**config.mk**
```make
export PLATFORM = sky130hd
export DESIGN_NAME = adc_scan_sequencer_unit
export DESIGN_NICKNAME = d
export VERILOG_FILES = /design/src/rtl/adc_ss_pkg.sv /design/src/rtl/adc_scan_sequencer_unit.sv /design/src/rtl/adc_ss_cfg.sv /design/src/rtl/adc_ss_core.sv /design/src/rtl/adc_ss_out.sv
export SDC_FILE = /design/constraint.sdc
export NUM_CORES = 1
export LEC_CHECK = 0
export ABC_AREA = 1
export BUFFER_PORTS_ARGS = -buffer_cell sky130_fd_sc_hd__buf_2
export CORE_UTILIZATION = 53
export DETAILED_ROUTE_END_ITERATION = 12
export PLACE_DENSITY = 0.77
export SYNTH_ARGS = -nofsm -noshare
export SYNTH_HDL_FRONTEND = slang
export SYNTH_HIERARCHICAL = 1
export SYNTH_SLANG_ARGS = --single-unit
```
**constraint.sdc**
```tcl
create_clock -name clk -period 4.6 [get_ports clk]
set_input_delay 0.23 -clock clk [delete_from_list [all_inputs] [get_ports clk]]
set_output_delay 0.23 -clock clk [all_outputs]
set_load 0.005 [all_outputs]
```
**src/rtl/adc_ss_pkg.sv**
```systemverilog
// ----------------------------------------------------------------------------
// adc_ss_pkg
// Shared types and constants for the ADC scan sequencer.
// ----------------------------------------------------------------------------
package adc_ss_pkg;

  localparam int MAX_CHANNELS = 8;
  localparam int CHAN_W       = $clog2(MAX_CHANNELS);
  localparam int CNT_W        = CHAN_W + 1;
  localparam int ADDR_W       = 7;
  localparam int CFGW_W       = 16;
  localparam int FLAG_W       = 6;
  localparam int CFG_DATA_W   = 64;
  localparam int CFG_IDX_W    = 3;
  localparam int IN_DATA_W    = 24;
  localparam int OUT_DATA_W   = 64;

  // Configuration register indexes
  localparam logic [CFG_IDX_W-1:0] REG_NUM_CHANNELS = 3'd0;
  localparam logic [CFG_IDX_W-1:0] REG_SLOT_BASE    = 3'd1;
  localparam logic [CFG_IDX_W-1:0] REG_DEVICE_ADDRS = 3'd2;
  localparam logic [CFG_IDX_W-1:0] REG_ADC_CFG_LOW  = 3'd3;
  localparam logic [CFG_IDX_W-1:0] REG_ADC_CFG_HIGH = 3'd4;

  // Request kinds on the input stream
  localparam logic [1:0] REQ_POLL   = 2'd0;
  localparam logic [1:0] REQ_DONE   = 2'd1;
  localparam logic [1:0] REQ_ERROR  = 2'd2;
  localparam logic [1:0] REQ_STATUS = 2'd3;

  // Result actions
  localparam logic [2:0] ACT_WR_CFG  = 3'd0;
  localparam logic [2:0] ACT_WR_PTR  = 3'd1;
  localparam logic [2:0] ACT_RD2     = 3'd2;
  localparam logic [2:0] ACT_STORE   = 3'd3;
  localparam logic [2:0] ACT_STATUS  = 3'd4;

  // Bus byte constants
  localparam logic [7:0] PTR_CONFIG   = 8'h01;
  localparam logic [1:0] LEN_CONFIG   = 2'd3;
  localparam logic [1:0] LEN_POINTER  = 2'd1;

  // Error codes that set a sticky flag
  localparam logic signed [3:0] ERR_CODE_MIN = -4'sd7;
  localparam logic signed [3:0] ERR_CODE_MAX = -4'sd2;

  typedef enum logic [2:0] {
    PH_INIT        = 3'd0,
    PH_INIT_TX     = 3'd1,
    PH_READ_CFG    = 3'd2,
    PH_READ_CFG_TX = 3'd3,
    PH_REG0        = 3'd4,
    PH_READ_ADC    = 3'd5,
    PH_READ_ADC_TX = 3'd6,
    PH_NEXT_CHAN   = 3'd7
  } phase_t;

  typedef struct packed {
    logic [3:0]  num_channels;
    logic [3:0]  slot_base;
    logic [55:0] device_addrs;
    logic [63:0] adc_cfg_low;
    logic [63:0] adc_cfg_high;
  } cfg_t;

  typedef struct packed {
    logic [2:0]        action;
    logic [ADDR_W-1:0] dev_addr;
    logic [23:0]       tx_bytes;
    logic [1:0]        tx_len;
    logic [3:0]        slot;
    logic [15:0]       value;
    logic [FLAG_W-1:0] error_flags;
  } result_t;

endpackage

```
**src/rtl/adc_scan_sequencer_unit.sv**
```systemverilog
// ----------------------------------------------------------------------------
// adc_scan_sequencer_unit
// Round-robin I2C ADC scan sequencer driven by bus event words.
// ----------------------------------------------------------------------------
// Each event word (poll tick, transfer done, transfer error, status read) is
// captured in an input register, applied from there to the scan state
// machine once the output side has room, and any bus action or stored sample
// it causes lands in an output register. A new word is taken every clock
// cycle while the output side keeps up. The output register and input
// register together let the next word enter while a result waits to be taken.
// Configuration is written through cfg_we/cfg_index/cfg_wdata; the user must
// write it only while the block is idle, which the block does not enforce.
module adc_scan_sequencer_unit
  import adc_ss_pkg::*;
(
  input  logic                  clk,
  input  logic                  rst,
  // Configuration write port
  input  logic                  cfg_we,
  input  logic [CFG_IDX_W-1:0]  cfg_index,
  input  logic [CFG_DATA_W-1:0] cfg_wdata,
  // Event stream
  input  logic                  s_axis_tvalid,
  output logic                  s_axis_tready,
  input  logic [IN_DATA_W-1:0]  s_axis_tdata,  // err_code[3:0], rx_data[19:4], zero pad
  input  logic [1:0]            s_axis_tuser,  // req_type[1:0]
  // Result stream
  output logic                  m_axis_tvalid,
  input  logic                  m_axis_tready,
  output logic [OUT_DATA_W-1:0] m_axis_tdata,  // dev_addr[6:0], tx_bytes[30:7],
                                               // tx_len[32:31], slot[36:33],
                                               // value[52:37], error_flags[58:53]
  output logic [2:0]            m_axis_tuser   // action[2:0]
);

  cfg_t              cfg;
  logic              in_valid;
  logic [1:0]        in_req;
  logic signed [3:0] in_code;
  logic [15:0]       in_rx;
  logic              out_ready;
  logic              step;
  logic              res_valid;
  result_t           res;
  result_t           held;

  adc_ss_cfg u_cfg (
    .clk       (clk),
    .rst       (rst),
    .cfg_we    (cfg_we),
    .cfg_index (cfg_index),
    .cfg_wdata (cfg_wdata),
    .cfg       (cfg)
  );

  // Input register
  assign step          = in_valid && out_ready;
  assign s_axis_tready = !in_valid || out_ready;

  always_ff @(posedge clk) begin
    if (rst) begin
      in_valid <= 1'b0;
    end else if (s_axis_tready) begin
      in_valid <= s_axis_tvalid;
    end
  end

  always_ff @(posedge clk) begin
    if (s_axis_tready && s_axis_tvalid) begin
      in_req  <= s_axis_tuser;
      in_code <= s_axis_tdata[3:0];
      in_rx   <= s_axis_tdata[19:4];
    end
  end

  adc_ss_core u_core (
    .clk       (clk),
    .rst       (rst),
    .cfg       (cfg),
    .step      (step),
    .req_type  (in_req),
    .err_code  (in_code),
    .rx_data   (in_rx),
    .res_valid (res_valid),
    .res       (res)
  );

  adc_ss_out u_out (
    .clk           (clk),
    .rst           (rst),
    .load          (step && res_valid),
    .res           (res),
    .ready         (out_ready),
    .m_axis_tready (m_axis_tready),
    .m_axis_tvalid (m_axis_tvalid),
    .held          (held)
  );

  // Pack the result word
  assign m_axis_tuser = held.action;
  assign m_axis_tdata = {5'd0, held.error_flags, held.value, held.slot,
                         held.tx_len, held.tx_bytes, held.dev_addr};

endmodule

```
**src/rtl/adc_ss_cfg.sv**
```systemverilog
// ----------------------------------------------------------------------------
// adc_ss_cfg
// Configuration register file, written through a plain write port.
// ----------------------------------------------------------------------------
module adc_ss_cfg
  import adc_ss_pkg::*;
(
  input  logic                  clk,
  input  logic                  rst,
  input  logic                  cfg_we,
  input  logic [CFG_IDX_W-1:0]  cfg_index,
  input  logic [CFG_DATA_W-1:0] cfg_wdata,
  output cfg_t                  cfg
);

  // Register writes; indexes past the list are dropped
  always_ff @(posedge clk) begin
    if (rst) begin
      cfg.num_channels <= 4'd1;
      cfg.slot_base    <= 4'd2;
      cfg.device_addrs <= '0;
      cfg.adc_cfg_low  <= '0;
      cfg.adc_cfg_high <= '0;
    end else if (cfg_we) begin
      case (cfg_index)
        REG_NUM_CHANNELS: cfg.num_channels <= cfg_wdata[3:0];
        REG_SLOT_BASE:    cfg.slot_base    <= cfg_wdata[3:0];
        REG_DEVICE_ADDRS: cfg.device_addrs <= cfg_wdata[55:0];
        REG_ADC_CFG_LOW:  cfg.adc_cfg_low  <= cfg_wdata;
        REG_ADC_CFG_HIGH: cfg.adc_cfg_high <= cfg_wdata;
        default: ;
      endcase
    end
  end

endmodule

```
**src/rtl/adc_ss_core.sv**
```systemverilog
// ----------------------------------------------------------------------------
// adc_ss_core
// Scan state machine: one request word per step, at most one result.
// ----------------------------------------------------------------------------
module adc_ss_core
  import adc_ss_pkg::*;
(
  input  logic              clk,
  input  logic              rst,
  input  cfg_t              cfg,
  input  logic              step,
  input  logic [1:0]        req_type,
  input  logic signed [3:0] err_code,
  input  logic [15:0]       rx_data,
  output logic              res_valid,
  output result_t           res
);

  phase_t             phase, phase_next;
  logic [CHAN_W-1:0]  chan_index, chan_index_next;
  logic               busy, busy_next;
  logic               err_seen, err_seen_next;
  logic [15:0]        rx_hold, rx_hold_next;
  logic [FLAG_W-1:0]  flag_bits, flag_bits_next;
  logic               status_read_seen, status_read_seen_next;

  logic [ADDR_W-1:0]  addr_arr [MAX_CHANNELS];
  logic [CFGW_W-1:0]  cfgw_arr [MAX_CHANNELS];
  logic [ADDR_W-1:0]  ch_addr;
  logic [CFGW_W-1:0]  ch_cfgw;
  logic [CNT_W-1:0]   n_eff;
  logic [CNT_W-1:0]   chan_inc;
  logic [CHAN_W-1:0]  chan_adv;
  logic [2:0]         flag_idx;
  logic [FLAG_W-1:0]  flags_base;

  // Per-channel address and config word lanes
  always_comb begin
    for (int i = 0; i < MAX_CHANNELS; i++) begin
      addr_arr[i] = cfg.device_addrs[ADDR_W*i +: ADDR_W];
      if (i < 4) begin
        cfgw_arr[i] = cfg.adc_cfg_low[CFGW_W*(i%4) +: CFGW_W];
      end else begin
        cfgw_arr[i] = cfg.adc_cfg_high[CFGW_W*(i%4) +: CFGW_W];
      end
    end
  end

  assign ch_addr = addr_arr[chan_index];
  assign ch_cfgw = cfgw_arr[chan_index];

  // Channel advance with the count clamped to 1..MAX_CHANNELS
  always_comb begin
    if (cfg.num_channels == 4'd0) begin
      n_eff = CNT_W'(1);
    end else if (cfg.num_channels > 4'(MAX_CHANNELS)) begin
      n_eff = CNT_W'(MAX_CHANNELS);
    end else begin
      n_eff = cfg.num_channels[CNT_W-1:0];
    end
    chan_inc = {1'b0, chan_index} + CNT_W'(1);
    chan_adv = (chan_inc >= n_eff) ? '0 : chan_inc[CHAN_W-1:0];
  end

  // Sticky flag bit position for codes -7..-2
  assign flag_idx = 3'(err_code - ERR_CODE_MIN);

  // Next state and result
  always_comb begin
    phase_next            = phase;
    chan_index_next       = chan_index;
    busy_next             = busy;
    err_seen_next         = err_seen;
    rx_hold_next          = rx_hold;
    flag_bits_next        = flag_bits;
    status_read_seen_next = status_read_seen;
    flags_base            = flag_bits;
    res_valid             = 1'b0;
    res                   = '0;
    res.error_flags       = flag_bits;

    case (req_type)
      REQ_DONE: begin
        if (busy) begin
          busy_next    = 1'b0;
          rx_hold_next = rx_data;
        end
      end
      REQ_ERROR: begin
        busy_next     = 1'b0;
        err_seen_next = 1'b1;
        if (status_read_seen) begin
          flags_base            = '0;
          status_read_seen_next = 1'b0;
        end
        flag_bits_next = flags_base;
        if ((err_code >= ERR_CODE_MIN) && (err_code <= ERR_CODE_MAX)) begin
          flag_bits_next = flags_base | (FLAG_W'(1) << flag_idx);
        end
      end
      REQ_STATUS: begin
        status_read_seen_next = 1'b1;
        res_valid             = 1'b1;
        res.action            = ACT_STATUS;
      end
      default: begin
        case (phase)
          PH_INIT: begin
            busy_next     = 1'b1;
            err_seen_next = 1'b0;
            phase_next    = PH_INIT_TX;
            res_valid     = 1'b1;
            res.action    = ACT_WR_CFG;
            res.dev_addr  = ch_addr;
            res.tx_bytes  = {PTR_CONFIG, ch_cfgw};
            res.tx_len    = LEN_CONFIG;
          end
          PH_INIT_TX: begin
            if (!busy) begin
              phase_next = err_seen ? PH_NEXT_CHAN : PH_READ_CFG;
            end
          end
          PH_READ_CFG, PH_READ_ADC: begin
            busy_next     = 1'b1;
            err_seen_next = 1'b0;
            phase_next    = (phase == PH_READ_CFG) ? PH_READ_CFG_TX : PH_READ_ADC_TX;
            res_valid     = 1'b1;
            res.action    = ACT_RD2;
            res.dev_addr  = ch_addr;
          end
          PH_READ_CFG_TX: begin
            if (!busy) begin
              if (err_seen) begin
                phase_next = PH_NEXT_CHAN;
              end else if (rx_hold[15]) begin
                phase_next = PH_REG0;
              end else begin
                phase_next = PH_READ_CFG;
              end
            end
          end
          PH_REG0: begin
            busy_next     = 1'b1;
            err_seen_next = 1'b0;
            phase_next    = PH_READ_ADC;
            res_valid     = 1'b1;
            res.action    = ACT_WR_PTR;
            res.dev_addr  = ch_addr;
            res.tx_len    = LEN_POINTER;
          end
          PH_READ_ADC_TX: begin
            if (!busy) begin
              if (err_seen) begin
                phase_next = PH_NEXT_CHAN;
              end else begin
                res_valid       = 1'b1;
                res.action      = ACT_STORE;
                res.slot        = cfg.slot_base + 4'(chan_index);
                res.value       = rx_hold;
                chan_index_next = chan_adv;
                phase_next      = PH_INIT;
              end
            end
          end
          default: begin
            chan_index_next = chan_adv;
            phase_next      = PH_INIT;
          end
        endcase
      end
    endcase
  end

  // State registers, updated once per accepted word
  always_ff @(posedge clk) begin
    if (rst) begin
      phase            <= PH_INIT;
      chan_index       <= '0;
      busy             <= 1'b0;
      err_seen         <= 1'b0;
      rx_hold          <= '0;
      flag_bits        <= '0;
      status_read_seen <= 1'b0;
    end else if (step) begin
      phase            <= phase_next;
      chan_index       <= chan_index_next;
      busy             <= busy_next;
      err_seen         <= err_seen_next;
      rx_hold          <= rx_hold_next;
      flag_bits        <= flag_bits_next;
      status_read_seen <= status_read_seen_next;
    end
  end

endmodule

```
**src/rtl/adc_ss_out.sv**
```systemverilog
// ----------------------------------------------------------------------------
// adc_ss_out
// Result register driving the master-side stream.
// ----------------------------------------------------------------------------
module adc_ss_out
  import adc_ss_pkg::*;
(
  input  logic    clk,
  input  logic    rst,
  input  logic    load,
  input  result_t res,
  output logic    ready,
  input  logic    m_axis_tready,
  output logic    m_axis_tvalid,
  output result_t held
);

  // Room when empty or when the held word leaves this cycle
  assign ready = !m_axis_tvalid || m_axis_tready;

  always_ff @(posedge clk) begin
    if (rst) begin
      m_axis_tvalid <= 1'b0;
    end else if (ready) begin
      m_axis_tvalid <= load;
    end
  end

  always_ff @(posedge clk) begin
    if (ready && load) begin
      held <= res;
    end
  end

endmodule

```
==> results.json, run 1 <==
{
  "clock_insertion_delay_at_the_later_pin_of_the_skew_report_ps": 510,
  "crit_fanout": 48,
  "worst_clk_skew_ps": 14.1,
  "antenna_cells": 0,
  "numCtsBuffers": 34,
  "cp-start-kind": "register",
  "antenna_violating_nets_post_route": 0,
  "die-height_um": 165,
  "design.portCount": 167,
  "total_leakage_power_nw": 6.88,
  "antenna_found_initial": 0,
  "yosys-top-cells-area": "dfxtp_1 (32%), edfxtp_1 (18%), nor2_1 (16%), nand3_1 (7.3%), nand2_1 (6.5%)",
  "floorplan.initialDensity_pct": 53.9,
  "layout_worst_path_cycle_share_pct": 58.4,
  "tritoncts_num_sinks": 309,
  "path_clk_slew_ps": 60,
  "seq_area_frac_synth_pct": 50.2,
  "synth-seq-cells": 309,
  "finalWirelength_um": 39500,
  "regToRegSetupSlack_ps": 1910,
  "ys_warn_count": 6,
  "synth_top_flop_cell": "dfxtp_1",
  "timing.setup.critical_path_class": "reg2reg",
  "ir_worst_vdd_v": 0.000406,
  "fmax_ghz": 0.372,
  "overflow": 0,
  "fin_hold_ws_ps": 31.5,
  "vias": 12900,
  "tightestPinTransition_ps": 1130,
  "clock_period_minus_worst_slack_ps": 2690,
  "postCtsSetupRepairBufs": 0,
  "hold_buffers": 24,
  "worst_r2r_startpoint": "u_core/chan_index[0]",
  "areaGrowthSynthToFinish_pct": 15.2,
  "async_reset_ff_share_pct": 0,
  "synth_top_area_share_pct": 32.2,
  "worst_ep_required_time_ps": 4850,
  "crit_start": "u_core/chan_index[0]",
  "maxSlewViolCount": 0,
  "worst_path_most_repeated_cell": "o21ai_0",
  "cp_slowest_cell": "buf_4",
  "synth.distinct_cells": 36,
  "routedWlPerCell_um": 16.9,
  "fillers": 2291,
  "critical_path.endpoint": "u_out/held[53]",
  "place.gp.congestion": 0.895,
  "post_synth_edffs": 84,
  "tritoncts": "built",
  "yosys_top_cell_by_area": "dfxtp_1",
  "critPathArrivalTime_ps": 2930,
  "total_iterations_of_the_first_detailed_routing_run": 6,
  "yosys.cell_count.top_type": "nor2_1",
  "post_synth_inst_count": 1873,
  "synthesis.area_sq_um": 14000,
  "vias_per_cell": 5.49,
  "rsz0062_at_grt": "no",
  "first_iter_violations": 1445,
  "fp-row-count": 59,
  "grt_max_degree": 103,
  "cts.root.buffer_cell": "clkbuf_16",
  "ff2ff_path_depth": 6,
  "clock_tree.buffer_depth": 3,
  "crit_path_cell_trace": "clkinv_2 > buf_4 > o21ai_0 > o21ai_1 > o21ai_0 > nor2_1",
  "timing.final.setup_violations": 0,
  "remaining_drc_errors": 0,
  "p_per_area_nw_per_um2": 383,
  "class_of_the_tightest_hold_or_removal_check": "in2reg",
  "syn_avg_cell_area_sq_um": 7.48,
  "number_of_gates_given_a_new_drive_strength_after_cts": 0,
  "coreArea_sq_um": 26000,
  "power_mw": 6.18,
  "synth_common_cells": "nor2_1 (580), nand2_1 (242), dfxtp_1 (225), nand3_1 (205), o21ai_0 (139)",
  "finalSetupTns_ps": 0,
  "total_routing_usage_gr_pct": 29.3,
  "endpoint_kind": "register",
  "timing_hold_violations_final": 0,
  "final_layout_size_suffix_gt1_share_pct": 13.3,
  "max_cap_violations": 0,
  "detailedPlacementHpwl_um": 24700,
  "outcome": "finished clean",
  "slew_headroom_pct": 24.4,
  "grt_pass1_vias": 11600,
  "fin_ws_ps": 1910,
  "final_net_count": 2094,
  "worst_r2r_endpoint": "u_out/held[53]",
  "portBuffers": 157,
  "post_place_worst_slack_ps": 1990,
  "die-width_um": 165,
  "fp.dieArea_sq_um": 27100,
  "htreeDepth": 2,
  "wire_length_of_the_first_global_routing_pass_um": 61500,
  "critPathMaxStageDelay_ps": 540
}
-- power breakdown --
group          total, mW  switching, mW  internal (mW)
clock               2.80           1.05           1.74
combinational      0.469          0.315          0.154
sequential          2.92         0.0421           2.88
-- state kept, by name, indices dropped and copies added (netlist names) --
signal                   count
u_core/chan_index            3
u_core/phase                 3
in_valid                     1
u_out/m_axis_tvalid          1
u_out/held                  62
u_core/rx_hold              16
u_core/status_read_seen      1
in_code                      4
u_core/flag_bits             6
u_core/busy                  1
u_core/err_seen              1
u_cfg/cfg                  192
in_rx                       16
in_req                       2
-- worst min-delay path by stage --
stage                     startpoint             endpoint  slack (ps)  depth (start not counted)
CTS                    s_axis_tvalid             in_valid          20                          3
finish                 s_axis_tvalid             in_valid          30                          3
detailed placement  s_axis_tdata[18]            in_rx[14]         410                          1
global route           m_axis_tready  u_out/m_axis_tvalid          40                          4
floorplan                        rst             in_valid         290                          1
global placement     s_axis_tdata[4]             in_rx[0]         410                          1
-- routing by layer --
layer | global-route usage, % | vias to the layer above | share of wire (%)
met1 | 37.2 | 5911 | 39
met2 | 47.8 | 640 | 47
li1 | - | 6186 | -
met3 | 3.97 | 122 | 8.0
met4 | 17.1 | 0 | 6.1
met5 | 0 | - | 0
-- placed cells by master, fill, tap and decap left out, drive strengths merged --
cell / count
a211oi: 3
nor4: 2
o21ai: 166
clkbuf: 56
edfxtp: 84
nor2: 592
nand3: 206
clkinvlp: 1
fa: 1
nand2: 245
nand4: 5
a31oi: 1
ha: 12
inv: 126
o22ai: 23
dlygate4sd3: 24
conb: 12
bufinv: 2
dfxtp: 225
a21boi: 1
nor3: 6
clkinv: 3
xor2: 1
buf: 176
a21oi: 35
-- worst max-delay path: cells and delay by family, from the launching register on --
family / cells / cell delay (ps)
buf+inv: 2 / 1060
compound gates: 3 / 920
flops: 1 / 330
simple gates: 1 / 90
-- final cells by class --
| class | count | area [sq um] | area share [%] |
|---|---|---|---|
| sequential | 309 | 7030 | 43.6 |
| inverter | 127 | 480 | 2.98 |
| timing repair buffer | 200 | 1170 | 7.25 |
| clock inverter | 5 | 76.3 | 0.473 |
| multi-input combinational | 1311 | 5860 | 36.3 |
| tap | 335 | 419 | 2.60 |
| clock buffer | 56 | 1100 | 6.81 |
-- kinds of logic after synthesis --
group / Yosys count / share of synthesized area [%]
buf+inv: 263 / 8.59
xor+xnor: 1 / 0.0626
simple gates: 1056 / 31.3
compound gates: 229 / 8.56
flops: 309 / 50.2
other cells: 2 / 0.0536
fa+ha+maj: 13 / 1.22
-- stage by stage --
stage | instance area, sq um | util [%] | std cells
6_report | 16100 | 62.1 | 2343
4_1_cts | 16100 | 62.1 | 2343
3_5_place_dp | 14700 | 56.6 | 2258
5_1_grt | 16100 | 62.1 | 2343
2_1_floorplan | 14000 | - | 1883
3_3_place_gp | 14700 | 56.6 | 2258
Power figures use the tool's default switching activity.
==> run 2, diff against run 1 <==
--- a/config.mk
+++ b/config.mk
@@ -5,11 +5,11 @@
 export SDC_FILE = /design/constraint.sdc
 export NUM_CORES = 1
 export LEC_CHECK = 0
-export ABC_AREA = 1
+export ABC_AREA = 0
 export BUFFER_PORTS_ARGS = -buffer_cell sky130_fd_sc_hd__buf_2
-export CORE_UTILIZATION = 53
+export CORE_UTILIZATION = 58
 export DETAILED_ROUTE_END_ITERATION = 12
-export PLACE_DENSITY = 0.77
+export PLACE_DENSITY = 0.8
 export SYNTH_ARGS = -nofsm -noshare
 export SYNTH_HDL_FRONTEND = slang
 export SYNTH_HIERARCHICAL = 1
==> constraint.sdc (replaced) <==
create_clock -name clk -period 2.55 [get_ports clk]
set_input_delay 0.1275 -clock clk [delete_from_list [all_inputs] [get_ports clk]]
set_output_delay 0.1275 -clock clk [all_outputs]
set_load 0.005 [all_outputs]
==> run 2 against run 1 <==
Net effect:
- flip-flop and latch count is the same
- worst hold slack better by 1.1 ps
- synthesized cell count shrank 37%
- power rose by 66%
- final area up 2.5%
- via count is 27% lower
- fmax increased by 15%
- critical path type unchanged
- largest cell class unchanged
- largest power group unchanged
==> results.json, run 2 <==
{
  "netSwitchingPower_mw": 2.22,
  "place.gp.congestion": 0.836,
  "path_clk_slew_ps": 60,
  "rsz0062_at_grt": "no",
  "grt_max_degree": 67,
  "floorplan.initialDensity_pct": 59.8,
  "fp-row-count": 55,
  "max_cap_violations": 0,
  "finalSetupTns_ps": 0,
  "overflow": 0,
  "syn_avg_cell_area_sq_um": 11.6,
  "grt_pass1_vias": 9324,
  "worst_r2r_startpoint": "in_req[1]",
  "seqPwrFrac_pct": 50.8,
  "antenna_cells": 0,
  "vias_per_cell": 5.42,
  "endpoint_kind": "register",
  "critPathArrivalTime_ps": 2540,
  "total_leakage_power_nw": 6.79,
  "min-delay-start": "cfg_wdata[3]",
  "p_per_area_nw_per_um2": 621,
  "final_net_count": 1502,
  "switching_share_pct": 21.6,
  "post_synth_edffs": 84,
  "ys_warn_count": 6,
  "ir_worst_vdd_v": 0.000405,
  "remaining_drc_errors": 0,
  "numCtsBuffers": 31,
  "coreArea_sq_um": 22900,
  "layout_worst_path_cycle_share_pct": 91.3,
  "total_routing_usage_gr_pct": 26.2,
  "post_synth_inst_count": 1178,
  "areaGrowthSynthToFinish_pct": 20.6,
  "die-width_um": 156,
  "antenna_violating_nets_post_route": 0,
  "die-height_um": 156,
  "synth_top_flop_cell": "dfxtp_1",
  "worst_ep_required_time_ps": 2770,
  "synth.distinct_cells": 56,
  "slew_headroom_pct": 52.3,
  "synth_common_cells": "nand2b_1 (258), dfxtp_1 (225), mux2i_1 (194), nand2_1 (90), edfxtp_1 (84)",
  "maxSlewViolCount": 0,
  "total_iterations_of_the_first_detailed_routing_run": 6,
  "fp.dieArea_sq_um": 24200,
  "finalWirelength_um": 31500,
  "final_layout_size_suffix_gt1_share_pct": 19.8,
  "layout_top_registers": "u_cfg/cfg: 192 flops, u_out/held: 62 flops",
  "tritoncts_num_sinks": 309,
  "yosys_top_cell_by_area": "dfxtp_1",
  "routedWlPerCell_um": 18.2,
  "tritoncts": "built",
  "class_of_the_tightest_hold_or_removal_check": "in2reg",
  "clock_insertion_delay_at_the_later_pin_of_the_skew_report_ps": 560,
  "layout_common_cells": "nand2b_1 (258), dfxtp_1 (223), mux2i_1 (194)",
  "htreeDepth": 1,
  "outcome": "finished clean",
  "wire_length_of_the_first_global_routing_pass_um": 49500,
  "postCtsSetupRepairBufs": 0,
  "clock_power_share_pct": 42.5,
  "first_iter_violations": 612,
  "power.share.combinational_pct": 6.7,
  "clock_period_minus_worst_slack_ps": 2330,
  "worst_clk_skew_ps": 22.5,
  "async_reset_ff_share_pct": 0,
  "final_common_cell": "nand2b_1",
  "design.portCount": 167,
  "yosys.cell_count.top_type": "nand2b_1",
  "crit_start": "in_req[1]",
  "seq_area_frac_synth_pct": 51.3,
  "fmax_ghz": 0.430,
  "stdcell_area_sq_um": 16500,
  "synthesis.area_sq_um": 13700,
  "clock_tree.buffer_depth": 3,
  "timing.setup.critical_path_class": "reg2reg",
  "yosys-top-cells-area": "dfxtp_1 (33%), edfxtp_1 (18%), mux2i_1 (14%), nand2b_1 (12%), mux4_2 (7.6%)",
  "timing.final.setup_violations": 0,
  "dpl-instance-area_sq_um": 14700,
  "crit_fanout": 22,
  "vias": 9368,
  "most_flops_register": "u_cfg/cfg",
  "largest_register_ff_count": 192,
  "synth_top_area_share_pct": 32.9,
  "synth-seq-cells": 309,
  "cp-start-kind": "register",
  "portBuffers": 157,
  "tightestPinTransition_ps": 715,
  "detailedPlacementHpwl_um": 19700,
  "cts.root.buffer_cell": "clkbuf_16",
  "timing_hold_violations_final": 0,
  "antenna_found_initial": 0,
  "internal_power_mw": 8.04
}
## run 2: routing by layer
layer  GRT usage, %  vias to the layer above  wire [um]
li1               -                     4477          -
met1           35.0                     4507      13600
met2           44.9                      317      15400
met3           3.17                       67       1770
met4           7.38                        0        741
met5              0                        -          0
## run 2: critical path, stage by stage (launching register included)
cell      delay [ps]
edfxtp_1         450
inv_1            120
ha_1             300
nand4_1          260
nand3_1          200
and3_2           200
and2_4           160
buf_4            300
## run 2: power by group through the flow
stage	Sequential, mW	Clock, mW	Combinational (mW)
2_1_floorplan	5.30	0	0.369
3_3_place_gp	5.31	0	0.564
3_5_place_dp	5.32	0	0.574
4_1_cts	5.21	4.43	0.681
5_1_grt	5.22	4.65	0.739
6_report	5.21	4.36	0.691
## run 2: cells by family (layout without fill, tap and decap cells)
logic type,Yosys count,count (layout),share of synthesized area (%)
xor+xnor,3,3,0.192
mux,240,240,21.7
simple gates,428,428,17.9
flops,309,309,51.3
other cells,2,12,0.0548
buf+inv,108,336,4.27
compound gates,75,75,3.35
fa+ha+maj,13,13,1.24
## run 2: layout make-up
| type | count | area, sq um |
|---|---|---|
| sequential | 309 | 7030 |
| fill | 1612 | 6390 |
| multi-input combinational | 771 | 6150 |
| clock buffer | 53 | 960 |
| inverter | 14 | 52.6 |
| timing repair buffer | 264 | 1910 |
| tap | 313 | 392 |
| clock inverter | 5 | 26.3 |
## run 2: metrics by stage
stage          setup WS, ps  std cells  total power, mW  util [%]  hold slack, ps
2_1_floorplan           460       1188             5.67         -             190
3_3_place_gp            355       1584             5.88      64.0             305
3_5_place_dp            264       1584             5.89      64.0             306
5_1_grt                 152       1729             10.6      72.1            48.1
6_report                223       1729             10.3      72.1            32.6
4_1_cts                 254       1729             10.3      72.1            14.0
## run 2: final timing paths
| kind | to | cells after the start | slack (ps) |
|---|---|---|---|
| worst min register to register | u_out/held[1] | 0 | 440 |
| worst max register to register | u_out/held[4] | 7 | 220 |
| worst min-delay path | u_cfg/cfg[67] | 3 | 30 |
| worst max-delay path | u_out/held[4] | 7 | 220 |
## run 2: repair_timing
item | in CTS | in global routing
hold buffers | 87 | 0
endpoints found under the hold margin | 190 | 0
resized for setup | 0 | 0
